File: src/rtl/core/mgpl_pkg.sv
// Shared types and constants for the mirrored gradient palette lookup.
package mgpl_pkg;

    localparam int MAX_STOPS  = 5;
    localparam int CHAN_W     = 8;
    localparam int RGB_W      = 24;
    localparam int POS_W      = 8;
    localparam int CFG_IDX_W  = 3;
    localparam int SQ_W       = 16;
    localparam int FRAC_STEPS = 8;

    localparam logic [POS_W-1:0] FOLD_POS = 8'd128;

    // Configuration register indexes.
    localparam logic [CFG_IDX_W-1:0] CFG_STOP0 = 3'd0;
    localparam logic [CFG_IDX_W-1:0] CFG_STOP1 = 3'd1;
    localparam logic [CFG_IDX_W-1:0] CFG_STOP2 = 3'd2;
    localparam logic [CFG_IDX_W-1:0] CFG_STOP3 = 3'd3;
    localparam logic [CFG_IDX_W-1:0] CFG_STOP4 = 3'd4;
    localparam logic [CFG_IDX_W-1:0] CFG_POS1  = 3'd5;
    localparam logic [CFG_IDX_W-1:0] CFG_POS2  = 3'd6;
    localparam logic [CFG_IDX_W-1:0] CFG_POS3  = 3'd7;

    typedef logic [CHAN_W-1:0] t_chan;
    typedef logic [SQ_W-1:0]   t_sq;

    // Colors riding alongside the divider chain.
    typedef struct packed {
        logic             full;
        t_chan [2:0]      ca;
        t_chan [2:0]      cb;
    } t_seg_sb;

endpackage

File: src/rtl/core/mgpl_div_cell.sv
// One restoring-division cell: produces one fraction bit of k*256/len.
module mgpl_div_cell (
    input  logic                          i_clk,
    input  logic                          i_en,
    input  logic [mgpl_pkg::POS_W-1:0]    i_rem,
    input  logic [mgpl_pkg::POS_W-1:0]    i_len,
    input  logic [mgpl_pkg::POS_W-1:0]    i_q,
    output logic [mgpl_pkg::POS_W-1:0]    o_rem,
    output logic [mgpl_pkg::POS_W-1:0]    o_len,
    output logic [mgpl_pkg::POS_W-1:0]    o_q
);
    logic [mgpl_pkg::POS_W:0]   sh;
    logic                       ge;
    logic [mgpl_pkg::POS_W-1:0] n_rem;

    always_comb begin
        sh    = {i_rem, 1'b0};
        ge    = sh >= {1'b0, i_len};
        n_rem = ge ? mgpl_pkg::POS_W'(sh - {1'b0, i_len}) : sh[mgpl_pkg::POS_W-1:0];
    end

    always_ff @(posedge i_clk) begin
        if (i_en) begin
            o_rem <= n_rem;
            o_len <= i_len;
            o_q   <= {i_q[mgpl_pkg::POS_W-2:0], ge};
        end
    end
endmodule

File: src/rtl/core/mgpl_sqrt_cell.sv
// One digit-by-digit square root cell: one root bit per cycle while i_en is high.
module mgpl_sqrt_cell (
    input  logic                          i_clk,
    input  logic                          i_en,
    input  logic [8:0]                    i_rem,
    input  logic [mgpl_pkg::CHAN_W-1:0]   i_root,
    input  logic [mgpl_pkg::SQ_W-1:0]     i_v,
    output logic [8:0]                    o_rem,
    output logic [mgpl_pkg::CHAN_W-1:0]   o_root,
    output logic [mgpl_pkg::SQ_W-1:0]     o_v
);
    logic [10:0] cur;
    logic [10:0] trial;
    logic        ge;

    always_comb begin
        cur   = {i_rem, i_v[mgpl_pkg::SQ_W-1 -: 2]};
        trial = {1'b0, i_root, 2'b01};
        ge    = cur >= trial;
    end

    always_ff @(posedge i_clk) begin
        if (i_en) begin
            o_rem  <= ge ? 9'(cur - trial) : cur[8:0];
            o_root <= {i_root[mgpl_pkg::CHAN_W-2:0], ge};
            o_v    <= {i_v[mgpl_pkg::SQ_W-3:0], 2'b00};
        end
    end
endmodule

File: src/rtl/core/mirrored_gradient_palette_lookup.sv
// Top level of the mirrored gradient palette lookup pipeline.
//
// Usage:
//  - Input channel: i_valid / o_stall carry i_entry_index (0..255). A request
//    is taken at a clock edge with i_valid high and o_stall low. Indices
//    above 128 fold back to 256 minus the index.
//  - Output channel: o_valid / i_stall carry o_red, o_green, o_blue.
//  - Config channel: i_cfg_valid / o_cfg_ready (always ready) with
//    i_cfg_index 0..4 = stop colors, 5..7 = stop positions. Write only
//    while the pipeline is empty.
//  - Path: stage 0, divider chain, smoothstep stages, root chain. One request
//    per cycle when not stalled, set by the single-bit cells of the divider
//    chain (8 cells for the smoothstep fraction) and the root chain (8 cells).
//  - Stall: when the output holds a result and i_stall is high, the whole
//    pipeline freezes and o_stall goes high in the same cycle.
//  - Reset: synchronous, active low; empties the pipeline and loads the
//    default black-to-white ramp with stops at 32, 64 and 96.
module mirrored_gradient_palette_lookup #(
    parameter int NUM_STOPS = 5
) (
    input  logic                               i_clk,
    input  logic                               i_rst_n,
    input  logic                               i_valid,
    output logic                               o_stall,
    input  logic [7:0]                         i_entry_index,
    output logic                               o_valid,
    input  logic                               i_stall,
    output logic [7:0]                         o_red,
    output logic [7:0]                         o_green,
    output logic [7:0]                         o_blue,
    input  logic                               i_cfg_valid,
    output logic                               o_cfg_ready,
    input  logic [mgpl_pkg::CFG_IDX_W-1:0]     i_cfg_index,
    input  logic [mgpl_pkg::RGB_W-1:0]         i_cfg_data
);
    localparam int NSEG  = NUM_STOPS - 1;
    localparam int DIV_N = mgpl_pkg::FRAC_STEPS;
    localparam int SQ_N  = mgpl_pkg::CHAN_W;
    localparam int PIPE  = 1 + DIV_N + 4 + SQ_N;
    localparam int PW    = mgpl_pkg::POS_W;

    // ---------------- configuration registers ----------------
    logic [mgpl_pkg::RGB_W-1:0] r_stop [mgpl_pkg::MAX_STOPS];
    logic [PW-1:0]              r_pos  [3];

    assign o_cfg_ready = 1'b1;

    always_ff @(posedge i_clk) begin
        if (!i_rst_n) begin
            r_stop[0] <= 24'h000000;
            r_stop[1] <= 24'h404040;
            r_stop[2] <= 24'h808080;
            r_stop[3] <= 24'hC0C0C0;
            r_stop[4] <= 24'hFFFFFF;
            r_pos[0]  <= 8'd32;
            r_pos[1]  <= 8'd64;
            r_pos[2]  <= 8'd96;
        end else if (i_cfg_valid) begin
            case (i_cfg_index)
                mgpl_pkg::CFG_STOP0: begin r_stop[0] <= i_cfg_data; end
                mgpl_pkg::CFG_STOP1: begin r_stop[1] <= i_cfg_data; end
                mgpl_pkg::CFG_STOP2: begin r_stop[2] <= i_cfg_data; end
                mgpl_pkg::CFG_STOP3: begin r_stop[3] <= i_cfg_data; end
                mgpl_pkg::CFG_STOP4: begin r_stop[4] <= i_cfg_data; end
                mgpl_pkg::CFG_POS1:  begin r_pos[0]  <= i_cfg_data[PW-1:0]; end
                mgpl_pkg::CFG_POS2:  begin r_pos[1]  <= i_cfg_data[PW-1:0]; end
                mgpl_pkg::CFG_POS3:  begin r_pos[2]  <= i_cfg_data[PW-1:0]; end
                default: begin end
            endcase
        end
    end

    // ---------------- flow control ----------------
    // Whole pipeline moves together; it only freezes on a held output.
    logic            en;
    logic [PIPE-1:0] r_vld;

    assign en      = !(r_vld[PIPE-1] && i_stall);
    assign o_stall = !en;
    assign o_valid = r_vld[PIPE-1];

    always_ff @(posedge i_clk) begin
        if (!i_rst_n) begin
            r_vld <= '0;
        end else if (en) begin
            r_vld <= {r_vld[PIPE-2:0], i_valid};
        end
    end

    // ---------------- stage 0: fold, stop positions, segment ----------------
    logic [PW-1:0]              j;
    logic [PW-1:0]              pos [NUM_STOPS];
    logic [mgpl_pkg::RGB_W-1:0] col [NUM_STOPS];
    logic [2:0]                 seg;
    logic                       found;
    logic                       full;
    logic [PW-1:0]              seg_a;
    logic [PW-1:0]              seg_len;
    logic [mgpl_pkg::RGB_W-1:0] col_a;
    logic [mgpl_pkg::RGB_W-1:0] col_b;
    logic [PW-1:0]              p_lim;
    mgpl_pkg::t_seg_sb          n_sb;

    always_comb begin
        j = (i_entry_index > mgpl_pkg::FOLD_POS) ?
            PW'(9'd256 - {1'b0, i_entry_index}) : i_entry_index;
        p_lim = '0;
        for (int s = 0; s < NUM_STOPS; s++) begin
            col[s] = (s == NUM_STOPS - 1) ? r_stop[4] : r_stop[s];
            if (s == 0) begin
                pos[s] = '0;
            end else if (s == NUM_STOPS - 1) begin
                pos[s] = mgpl_pkg::FOLD_POS;
            end else begin
                p_lim  = (r_pos[s-1] > mgpl_pkg::FOLD_POS) ? mgpl_pkg::FOLD_POS
                                                           : r_pos[s-1];
                pos[s] = (p_lim < pos[s-1]) ? pos[s-1] : p_lim;
            end
        end
        full  = (j == mgpl_pkg::FOLD_POS);
        seg   = '0;
        found = 1'b0;
        for (int s = 0; s < NSEG; s++) begin
            if (!found && pos[s] <= j && j < pos[s+1]) begin
                seg   = 3'(s);
                found = 1'b1;
            end
        end
        // Fold index: blend fully into the last stop.
        if (full) begin
            seg = 3'(NSEG - 1);
        end
        seg_a   = pos[seg];
        seg_len = PW'(pos[seg+1] - seg_a);
        col_a   = col[seg];
        col_b   = col[seg+1];
        n_sb.full = full;
        for (int c = 0; c < 3; c++) begin
            n_sb.ca[c] = col_a[16 - 8*c +: 8];
            n_sb.cb[c] = col_b[16 - 8*c +: 8];
        end
    end

    logic [PW-1:0]     r_k;
    logic [PW-1:0]     r_len;
    mgpl_pkg::t_seg_sb r_sb0;

    always_ff @(posedge i_clk) begin
        if (en) begin
            r_k   <= PW'(j - seg_a);
            r_len <= seg_len;
            r_sb0 <= n_sb;
        end
    end

    // ---------------- divider chain: t = k*256/len ----------------
    logic [PW-1:0]     w_rem [DIV_N+1];
    logic [PW-1:0]     w_len [DIV_N+1];
    logic [PW-1:0]     w_q   [DIV_N+1];
    mgpl_pkg::t_seg_sb r_dsb [DIV_N];

    assign w_rem[0] = r_k;
    assign w_len[0] = r_len;
    assign w_q[0]   = '0;

    for (genvar g = 0; g < DIV_N; g++) begin : g_div
        mgpl_div_cell u_cell (
            .i_clk (i_clk),
            .i_en  (en),
            .i_rem (w_rem[g]),
            .i_len (w_len[g]),
            .i_q   (w_q[g]),
            .o_rem (w_rem[g+1]),
            .o_len (w_len[g+1]),
            .o_q   (w_q[g+1])
        );
    end

    always_ff @(posedge i_clk) begin
        if (en) begin
            r_dsb[0] <= r_sb0;
            for (int s = 1; s < DIV_N; s++) begin
                r_dsb[s] <= r_dsb[s-1];
            end
        end
    end

    // ---------------- smoothstep and squares ----------------
    mgpl_pkg::t_sq [2:0] r_sqa1, r_sqb1, r_sqa2, r_sqb2, r_sqa3;
    logic [7:0]          r_t1, r_tt1;
    logic                r_full1;
    logic [8:0]          r_e2;
    logic [2:0]          r_ge3;
    logic [24:0]         r_prod3 [3];
    mgpl_pkg::t_sq [2:0] r_v4;
    logic [9:0]          w_wt;
    logic [17:0]         w_ep;
    logic [15:0]         w_dif [3];
    logic [15:0]         w_d   [3];

    always_comb begin
        w_wt = 10'(10'd768 - {1'b0, r_t1, 1'b0});
        w_ep = 18'(r_tt1) * 18'(w_wt);
        for (int c = 0; c < 3; c++) begin
            w_dif[c] = (r_sqb2[c] >= r_sqa2[c]) ? 16'(r_sqb2[c] - r_sqa2[c])
                                                : 16'(r_sqa2[c] - r_sqb2[c]);
            w_d[c]   = 16'((26'(r_prod3[c]) + 26'd255) >> 8);
        end
    end

    always_ff @(posedge i_clk) begin
        if (en) begin
            // t, t*t/256 and squared stop channels
            r_t1    <= w_q[DIV_N];
            r_tt1   <= 8'((16'(w_q[DIV_N]) * 16'(w_q[DIV_N])) >> 8);
            r_full1 <= r_dsb[DIV_N-1].full;
            for (int c = 0; c < 3; c++) begin
                r_sqa1[c] <= 16'(r_dsb[DIV_N-1].ca[c]) * 16'(r_dsb[DIV_N-1].ca[c]);
                r_sqb1[c] <= 16'(r_dsb[DIV_N-1].cb[c]) * 16'(r_dsb[DIV_N-1].cb[c]);
            end
            // weight e
            r_e2   <= r_full1 ? 9'd256 : 9'(w_ep >> 8);
            r_sqa2 <= r_sqa1;
            r_sqb2 <= r_sqb1;
            // channel difference times weight
            for (int c = 0; c < 3; c++) begin
                r_ge3[c]   <= r_sqb2[c] >= r_sqa2[c];
                r_prod3[c] <= 25'(w_dif[c]) * 25'(r_e2);
            end
            r_sqa3 <= r_sqa2;
            // blended squared value, floored toward minus infinity
            for (int c = 0; c < 3; c++) begin
                if (r_ge3[c]) begin
                    r_v4[c] <= 16'(r_sqa3[c] + 16'(r_prod3[c] >> 8));
                end else begin
                    r_v4[c] <= (w_d[c] > r_sqa3[c]) ? '0 : 16'(r_sqa3[c] - w_d[c]);
                end
            end
        end
    end

    // ---------------- square root chains, one per channel ----------------
    logic [7:0] w_root [3];

    for (genvar c = 0; c < 3; c++) begin : g_chan
        logic [8:0]  s_rem  [SQ_N+1];
        logic [7:0]  s_root [SQ_N+1];
        logic [15:0] s_v    [SQ_N+1];

        assign s_rem[0]  = '0;
        assign s_root[0] = '0;
        assign s_v[0]    = r_v4[c];

        for (genvar g = 0; g < SQ_N; g++) begin : g_cell
            mgpl_sqrt_cell u_cell (
                .i_clk  (i_clk),
                .i_en   (en),
                .i_rem  (s_rem[g]),
                .i_root (s_root[g]),
                .i_v    (s_v[g]),
                .o_rem  (s_rem[g+1]),
                .o_root (s_root[g+1]),
                .o_v    (s_v[g+1])
            );
        end

        assign w_root[c] = s_root[SQ_N];
    end

    assign o_red   = w_root[0];
    assign o_green = w_root[1];
    assign o_blue  = w_root[2];

`ifndef ASSERT_OFF
    a_stall_only_on_held: assert property (@(posedge i_clk) disable iff (!i_rst_n)
        o_stall |-> (o_valid && i_stall))
        else $error("input stalled without a held result");

    a_freeze: assert property (@(posedge i_clk) disable iff (!i_rst_n)
        (o_valid && i_stall) |=> $stable(r_vld))
        else $error("pipeline moved while output held");

    a_take_enters: assert property (@(posedge i_clk) disable iff (!i_rst_n)
        (i_valid && !o_stall) |=> r_vld[0])
        else $error("accepted request lost at pipeline entry");
`endif
endmodule
File: config.mk
export PLATFORM = sky130hd
export DESIGN_NAME = mirrored_gradient_palette_lookup
export DESIGN_NICKNAME = d
export VERILOG_FILES = /design/src/rtl/core/mgpl_pkg.sv /design/src/rtl/core/mgpl_div_cell.sv /design/src/rtl/core/mgpl_sqrt_cell.sv /design/src/rtl/core/mirrored_gradient_palette_lookup.sv
export SDC_FILE = /design/constraint.sdc
export NUM_CORES = 2
export LEC_CHECK = 0
export BUFFER_PORTS_ARGS = -buffer_cell sky130_fd_sc_hd__buf_2
export CAP_MARGIN = 10
export CORE_ASPECT_RATIO = 0.9
export CORE_MARGIN = 2
export CORE_UTILIZATION = 65
export DETAILED_ROUTE_END_ITERATION = 10
export PLACE_DENSITY = 0.89
export SLEW_MARGIN = 20
export SYNTH_ARGS = -nofsm -noshare
export SYNTH_HDL_FRONTEND = slang
export SYNTH_SLANG_ARGS = --single-unit
File: constraint.sdc
create_clock -name i_clk -period 62.8 [get_ports i_clk]
set_input_delay 12.56 -clock i_clk [delete_from_list [all_inputs] [get_ports i_clk]]
set_output_delay 12.56 -clock i_clk [all_outputs]
set_load 0.1 [all_outputs]
==> metrics.md <==
| Metric | Value |
|---|---|
| Hold Violations, Final | 0 |
| Num CTS Buffers | 155 |
| Cells after DPL | 9924 |
| CP delay by family, top | buffers and inverters |
| Post-Route WL | about 190000 um |
| Max-slew violation count | 0 |
| Vias | 60600 |
| Clk Latency, worst-skew pair | 0.82 ns |
| Clock tree root driver cell | clkbuf_16 |
| Slew HR | 0.217 |
| Global route overflow | 0 |
| ANT nets after route | 0 |
| Via/cell ratio | 5.94 |
| Seq/Total Area, Yosys | 0.493 |
| Critical path data arrival time | between 10 and 15 ns |
| Crit-path most repeated cell | buf_2 |
| Main flop type after synthesis | edfxtp_1 |
| Setup-failing EPs final | 0 |
| Layout cells sized above 1 | 0.0570 |
| Worst path cell trace | buf_2 > nand2_4 > inv_1 > buf_2 |
| Filler Cell Count | 9126 |
| Setup bufs post-CTS | 0 |
| Hold Path Origin | r_sb0[4] |
| Global-route wire length before repair | 318000 um |
| Crit path max fanout | 22 |
| Routed len/inst | 19.0 um |
| # IOs | 67 |
| R2R Setup Slk | between 50 and 60 ns |
| Status | finished, final reports clean |
| Yosys cell types | 91 |
| Crit path max-delay cell type | buf_2 |
| Cell Count, Final, Fillers Out | 10200 |
| Max cap viols | 0 |
| Max Clk Rate | 37.9 MHz |
| 1st-iter DRT viols | 5457 |
| Syn Area/Cell | 12.0 um2 |
| Routability Congestion | slightly above 0.9 |
| Post-DP Area | 0.0989 mm2 |
| Worst Path Class, Setup | input port to output pin |
| Largest net degree at the start of global routing | 197 |
| Core Region | 0.148 mm2 |
| Reg2Reg Launch Point | r_pos[0][7] |
| Synth Register Bits | 1591 |
| Area of the multi-input gates | 0.0442 mm2 |
| GRT Total Usage | 0.259 |
| First-pass DRT Iterations | 9 |
| Die Wd | approximately 410 um |
| FF+latch area | 0.0476 mm2 |
| CTS tree | built |
| RSZ-0062 raised after global routing | false |
| Worst-Margin Slew | 1.17 ns |
| CP Capture Type | output pin |
| Post-cts resize count | 0 |
| Hold depth | 0 |
| Buffers and inverters on the worst path | 3 |
| Mapped Area | roughly 0.096 mm2 |
| Share of flip-flops with an asynchronous set or reset | 0 |
| Starting Density | 0.653 |
| Commonest cells after routing, fill and taps aside | edfxtp_1 (1570), inv_1 (1053), ha_1 (797), nand2_1 (740), fa_1 (523) |
| Clock slew at reported path FFs | 0.08 ns |
| Min cycle time layout | around 26 ns |
| Period utilisation layout | 0.420 |
| Most common cell after layout, fill and taps aside | edfxtp_1 |
| Final #Nets | roughly 9500 |
| Utilization after layout | 0.704 |
| Reg2reg end | r_len[7] |
| CP startpoint kind | input port |
| Number of synthesized flops with an enable pin | 1570 |
| Cts hold-fix bufs | 0 |
| Num rows | ~130 |
| Final instance area | 0.104 mm2 |
| Worst Hold End | r_dsb[0][4] |
| Ant. Diodes | 0 |
| Clk buf depth | 3 |
| Vias in the first global route | approximately 63000 |
| Die height | 369 um |
| Port Buf Inserts | between 60 and 70 |
| CTS sink count | 1591 |
| Area Overhead vs Synth | 7.88% |
| Htree depth | 4 |
| Initial antenna violation count | 2 |
| Synth Instances | approximately 8000 |
| HPWL Detailed | 131000 um |
| Die area | 0.151 mm2 |
| Cells on worst reg2reg path | 39 |
| Final setup TNS | 0 ns |
| Residual DRC | 0 |
| Min-Delay Path Class | register to register |
| Slowest stage delay, CP | between 0.5 and 0.6 ns |
| Required time worst endpoint | roughly 50 ns |
| Worst clock skew | 0.0646 ns |
| Synthesis warning total | 0 |
[synth_stat cells (all sizes together), types with 113 or more instances]
cell type     n  share of area
a21oi       321          0.017
and2        310          0.020
clkbuf      171         0.0067
edfxtp     1570           0.49
fa          523           0.11
ha          797           0.10
inv        1056          0.041
nand2       741          0.029
nand2b      118         0.0077
nor2        316          0.012
nor2b       154          0.010
nor3        113         0.0059
o21ai       316          0.016
xnor2       319          0.029
xor2        150          0.014
[flip-flops by register name, indices dropped and copies added, names as in the netlist, 3 cells and up]
name / flops
r_sqa2: 45
g_chan.g_cell.u_cell.o_v: 168
g_div.u_cell.o_rem: 56
r_len: 8
r_tt1: 8
r_stop: 120
r_sqb1: 45
g_div.u_cell.o_len: 56
r_sqa1: 45
r_e2: 9
r_pos: 24
r_sb0: 49
r_t1: 8
r_ge3: 3
r_k: 8
r_prod3: 72
g_div.u_cell.o_q: 36
r_dsb: 392
r_sqa3: 45
g_chan.g_cell.u_cell.o_rem: 171
r_sqb2: 45
g_chan.g_cell.u_cell.o_root: 108
g_chan.s_v: 48
r_vld: 21
[per-layer routing]
metal	global-route usage	wire, um
met1	0.317	74400
met2	0.459	99100
met3	0.0438	12800
met4	0.104	7490
met5	0	11
[worst register-to-register path: cells and delay by family (launching register included)]
family,cells,cell delay (ns)
AOI/OAI and AO/OA,18,4.41
and+or+nand+nor,8,1.66
adders and majority gates,5,1.45
buffers and inverters,6,1.44
muxes,1,0.60
DFF,1,0.56
xor gates and xnor gates,1,0.32
[cells by family after synthesis]
logic type                 count (synthesis)  share of synthesized area
adders and majority gates               1320                      0.212
other                                      2                  0.0000779
AOI/OAI and AO/OA                       1251                     0.0829
buffers and inverters                   1246                     0.0488
muxes                                    113                     0.0156
xor gates and xnor gates                 470                     0.0429
and+or+nand+nor                         2037                      0.104
DFF                                     1591                      0.493
[final cells by class]
cell class,instances,area share
Sequential cell,1591,0.457
Clock buffer,193,0.0389
Timing Repair Buffer,111,0.00692
Clock inverter,88,0.0101
Multi-Input combinational cell,5195,0.425
Tap cell,1972,0.0237
Inverter,1056,0.0381
[worst max-delay path by stage]
stage          startpoint                                   to  cells past startpoint  slack, ns
5_1_grt           i_stall                              o_stall                      4      36.35
6_report          i_stall                              o_stall                      4      36.42
2_1_floorplan     i_stall  g_chan[0].g_cell[0].u_cell.o_rem[0]                      2       9.33
3_3_place_gp      i_stall                              o_stall                      4      36.47
4_1_cts           i_stall                              o_stall                      4      36.42
3_5_place_dp      i_stall                              o_stall                      4      36.42
[metrics by stage]
step / hold WS (ns) / setup slack [ns]
final: 0.388 / 36.42
after global routing: 0.411 / 36.35
after CTS: 0.389 / 36.42
after detailed placement: 0.405 / 36.42
after global placement: 0.400 / 36.47
after floorplan: 0.400 / 9.33
Power is left out: the tool's default activity adds up to more than one toggle a clock period on the data nets, which glitch-free logic cannot reach.
